<file path="src/hdl/chi_pkg.sv">
// ----------------------------------------------------------------------------
// chi_pkg
// shared types and constants for the chained hash index
// ----------------------------------------------------------------------------
`default_nettype none

package chi_pkg;

    localparam int MAX_BUCKETS  = 1024;
    localparam int POOL_ENTRIES = 4096;
    localparam int TAG_BITS     = 32;

    localparam int BKT_AW  = $clog2(MAX_BUCKETS);
    localparam int POOL_AW = $clog2(POOL_ENTRIES);
    localparam int LINK_W  = 16;
    localparam int NB_W    = 11;
    localparam int CNT_W   = 13;

    localparam logic [LINK_W-1:0] NULL_LINK = '1;
    localparam logic [NB_W-1:0]   NB_RESET  = NB_W'(MAX_BUCKETS);

    typedef enum logic [1:0] {
        OP_LOOKUP = 2'd0,
        OP_INSERT = 2'd1,
        OP_REMOVE = 2'd2,
        OP_COUNT  = 2'd3
    } op_t;

    typedef enum logic [1:0] {
        ST_OK        = 2'd0,
        ST_NOT_FOUND = 2'd1,
        ST_POOL_FULL = 2'd2
    } status_t;

    typedef struct packed {
        logic                valid;
        logic [TAG_BITS-1:0] tag;
        logic [31:0]         loc;
        logic [7:0]          hits;
        logic [LINK_W-1:0]   next;
    } entry_t;

    function automatic logic in_pool(input logic [LINK_W-1:0] link);
        in_pool = (32'(link) < 32'(POOL_ENTRIES));
    endfunction

endpackage

`default_nettype wire

</file>
<file path="src/hdl/chi_mod_unit.sv">
// ----------------------------------------------------------------------------
// chi_mod_unit
// bit-serial restoring remainder of set bucket by bucket count
// ----------------------------------------------------------------------------
`default_nettype none

module chi_mod_unit (
    input  wire logic                     clk,
    input  wire logic                     rst_n,
    input  wire logic                     start,
    input  wire logic [31:0]              dividend,
    input  wire logic [chi_pkg::NB_W-1:0] divisor,
    output logic                          done,
    output logic [chi_pkg::BKT_AW-1:0]    rem
);
    import chi_pkg::*;

    logic [31:0]     dvd_reg, dvd_next;
    logic [NB_W-1:0] rem_reg, rem_next;
    logic [5:0]      cnt_reg, cnt_next;
    logic            run_reg, run_next;
    logic            done_reg, done_next;
    logic [NB_W:0]   trial;

    always_comb
    begin
        dvd_next  = dvd_reg;
        rem_next  = rem_reg;
        cnt_next  = cnt_reg;
        run_next  = run_reg;
        done_next = 1'b0;
        trial     = {rem_reg, dvd_reg[31]};
        if (start)
        begin
            dvd_next = dividend;
            rem_next = '0;
            cnt_next = '0;
            run_next = 1'b1;
        end
        else if (run_reg)
        begin
            // one quotient bit per cycle
            if (trial >= {1'b0, divisor})
                rem_next = NB_W'(trial - {1'b0, divisor});
            else
                rem_next = trial[NB_W-1:0];
            dvd_next = {dvd_reg[30:0], 1'b0};
            cnt_next = cnt_reg + 6'd1;
            if (cnt_reg == 6'd31)
            begin
                run_next  = 1'b0;
                done_next = 1'b1;
            end
        end
    end

    always_ff @(posedge clk or negedge rst_n)
    begin
        if (!rst_n)
        begin
            run_reg  <= 1'b0;
            done_reg <= 1'b0;
            cnt_reg  <= '0;
        end
        else
        begin
            run_reg  <= run_next;
            done_reg <= done_next;
            cnt_reg  <= cnt_next;
        end
    end

    always_ff @(posedge clk)
    begin
        dvd_reg <= dvd_next;
        rem_reg <= rem_next;
    end

    assign done = done_reg;
    assign rem  = rem_reg[BKT_AW-1:0];

endmodule

`default_nettype wire

</file>
<file path="config.mk">
export PLATFORM = sky130hd
export DESIGN_NAME = chi_mod_unit
export DESIGN_NICKNAME = d
export VERILOG_FILES = /design/src/hdl/chi_pkg.sv /design/src/hdl/chi_mod_unit.sv
export SDC_FILE = /design/constraint.sdc
export NUM_CORES = 1
export LEC_CHECK = 0
export ABC_CLOCK_PERIOD_IN_PS = 4300
export BUFFER_PORTS_ARGS = -buffer_cell sky130_fd_sc_hd__clkbuf_2
export CAP_MARGIN = 5
export CORE_MARGIN = 2
export CORE_UTILIZATION = 59
export DETAILED_ROUTE_END_ITERATION = 8
export PLACE_DENSITY_LB_ADDON = 0.3
export SLEW_MARGIN = 20
export SYNTH_ARGS = -nofsm -noshare
export SYNTH_HDL_FRONTEND = slang
export SYNTH_SLANG_ARGS = --single-unit
</file>
<file path="constraint.sdc">
create_clock -name clk -period 4.3 [get_ports clk]
set_input_delay 0 -clock clk [delete_from_list [all_inputs] [get_ports clk]]
set_output_delay 0 -clock clk [all_outputs]
set_load 0.01 [all_outputs]
</file>
==> results.cfg <==
[logic_synthesis]
synth_top_area_share = 0.342
netlist-cell-type-count = 45
syn_area_per_cell_um2 = 11.2
synth_compound_area_frac = 0.120
syn_nets = 309
synth_edf_count = 32
netlist_area_um2 = 2810
async_reset_ff_frac = 0.157
ys_ff_latch = 51
synth.most_common_cell = mux2_2
synth_flop_cell = edfxtp_1
synth_fa_ha_area_frac = 0.0606
synth_top_family_by_area = multiplexers
yosysWarnings = 0
synth-simple-area-share = 0.102
synthTopCellsByArea = edfxtp_1 (34%), mux2_2 (13%), dfxtp_1 (7.8%), dfrtp_1 (7.1%), ha_1 (5.3%)
synthXorXnorAreaFrac = 0.0249
synthCells = 250
post_synth_mux_area_share = 0.139
ys_seq_area_frac = 0.492
synth_top_cell_by_area = edfxtp_1
synth_commonest_cells = mux2_2 (33), edfxtp_1 (32), nor2_1 (19)

[global_route]
grt_max_degree = 45
grt_overflow_total = 0
grt_pass1_wl_um = 9590
track_usage = 0.238
antenna_found_initial = 0
first_global_vias = 2141

[worst_setup_path]
cp_top_family = simple AND/OR/NAND/NOR gates
cp.required_ns = 4.52
timing.rr.end = rem_reg[6]
critical_path_depth = 9
crit_arrival_ns = 2.93
critical_path_buf_inv_count = 1
slowest_delay_ns = 0.41
r2r-start = dvd_reg[31]
cp-end-kind = flip-flop
crit_start = dvd_reg[31]
ff2ff_path_depth = 9
cp-start-kind = flip-flop
cp_max_fo = 8
rrSetupSlack_ns = 1.58
worstSetupPathType = flip-flop to flip-flop
slowest_stage = or3b_1
crit_chain = inv_1 -> ha_1 -> fa_1 -> nand2b_2 -> o2bb2ai_2 -> a211o_1 -> and2_1 -> or3b_1 -> a311oi_2

[finish]
synthToLayoutAreaGrowth_pct = 22.8
largest_register_ffs = 32
nFillCells = 311
final_nets = 386
drive_gt1_frac = 0.311
n_antenna_cell = 0
layout.cells.non_filler = 382

[die]
ios = 57
placementRows = 25
die_h_um = 73.0
coreArea_um2 = 4660
dieArea_um2 = 5330
initial_core_util = 0.603
die_w_um = 73.0

[pwr]
power_density_nw_per_um2 = 456
finalPower_mw = 1.57
p_seq_frac = 0.421
power_frac_comb = 0.402
power_switching_uw = 560
leakage_nw = 1.52
switching_share = 0.356
peakVddDrop_mv = 0.284
p_int_mw = 1.01
clock_power_share = 0.177

[sta]
slew_viol_final = 0
fin_crit_sh = 0.632
period_needed_ns = 2.72
worstMarginPinSlew_ns = 0.986
hold_viol_final = 0
setup_violations = 0
fin_skew_ns = 0.0110
tns_ns = 0
setup_ws_ns = 1.58
max_freq_mhz = 368
rsz0062_at_grt = no
slew_headroom = 0.343

[drt]
wl_per_cell_um = 15.6
firstDrtPassIters = 4
wl_um = 5980
drc_errors = 0
viasPerCell = 5.59
ant_nets = 0
drtIter0Drc = 120
vias = 2137

[clock_network]
cts_tree = done
cts.reportedPaths.clkPinSlew_ns = 0.10
post-cts-setup-buffers = 0
cts.sinks = 51
cts_max_level = 2
clockRootBuffer = clkbuf_8
cts-buffers-inserted = 5
cts_buffer_depth = 2
clk-insertion-delay-late_ns = 0.31

[hold_path]
hp-class = input port to flip-flop
hp-start = dividend[31]
min_path_cells = 2
min_to = dvd_reg[31]

[flow_run]
drv_cap = 0

[placed_design]
gp_congestion = 0.915
dp.cells = 343
place_worst_setup_slack_ns = 1.62
dp_hpwl_um = 3790
io_buffers = 56

[status]
status = finished, final reports clean
[cell type report]
cell class / count / area (um2) / share of cell area
Clock buffer: 5 / 68.8 / 0.0199
Clock inverter: 3 / 20.0 / 0.00580
Inverter: 16 / 60.1 / 0.0174
Multi-Input combinational cell: 165 / 1260 / 0.364
Sequential cell: 51 / 1380 / 0.400
Tap cell: 54 / 67.6 / 0.0196
Timing Repair Buffer: 88 / 598 / 0.173
[worst reg2reg max path, stage by stage, from the launching register on]
cell	delay, ns
edfxtp_1	0.35
inv_1	0.05
ha_1	0.20
fa_1	0.40
nand2b_2	0.21
o2bb2ai_2	0.14
a211o_1	0.37
and2_1	0.27
or3b_1	0.41
a311oi_2	0.22
[cell families (layout without fill, tap and decap cells)]
group | Yosys count | count (layout)
DFF | 51 | 51
muxes | 35 | 35
adders and majority gates | 13 | 13
xor gates and xnor gates | 8 | 8
and+or+nand+nor | 59 | 59
buffers and inverters | 34 | 112
AOI/OAI and AO/OA | 50 | 50
[layout by cell type, fill, tap and decap left out, types with 2 or more instances in the layout]
master / instances
clkbuf_8: 5
dfrtp_1: 8
a211oi_1: 2
xnor2_1: 4
or3_1: 3
a21oi_1: 13
nor3_1: 3
edfxtp_1: 32
nand2b_1: 2
nor2b_1: 2
mux2i_1: 2
nand4_1: 4
a22o_1: 3
inv_1: 16
xor2_1: 4
nor2_1: 19
clkbuf_2: 56
nand2_1: 16
ha_1: 12
a21o_1: 2
mux2_2: 33
and2_1: 3
dlygate4sd3_1: 31
o21ai_0: 15
o21a_1: 4
dfxtp_1: 11
[worst max-delay path by stage]
stage / slack, ns / endpoint
finish: 1.58 / rem_reg[6]
global route: 1.43 / rem_reg[6]
CTS: 1.60 / rem_reg[6]
detailed placement: 1.62 / rem_reg[6]
global placement: 1.70 / rem_reg[6]
floorplan: 1.76 / rem_reg[6]
[per-stage QoR]
| step | utilization | hold slack [ns] | instance area, um2 |
|---|---|---|---|
| floorplan | - | -0.296 | 2810 |
| global placement | 0.655 | -0.143 | 3050 |
| detailed placement | 0.655 | -0.144 | 3050 |
| CTS | 0.739 | 0.00195 | 3440 |
| global route | 0.741 | 0.00654 | 3450 |
| finish | 0.741 | 0.0119 | 3450 |
[power by group through the flow]
stage          combinational, mW  clock, mW  sequential [mW]
6_report                   0.632      0.279            0.663
5_1_grt                    0.703      0.299            0.672
4_1_cts                    0.625      0.283            0.662
3_5_place_dp               0.599          0            0.672
3_3_place_gp               0.590          0            0.669
2_1_floorplan              0.522          0            0.649
[timing repair]
item / 4_1_cts / 5_1_grt
hold endpoints to repair: 37 / 1
gates resized for setup: 0 / 0
hold buffers: 30 / 1
[routing by layer]
layer,wire length [um],part of all wire,global-route usage
met1,2360,0.39,0.273
met2,3150,0.53,0.424
met3,363,0.061,0.0566
met4,105,0.018,0.0967
met5,0,0,0
No activity file was read; power rests on OpenSTA's default activity.
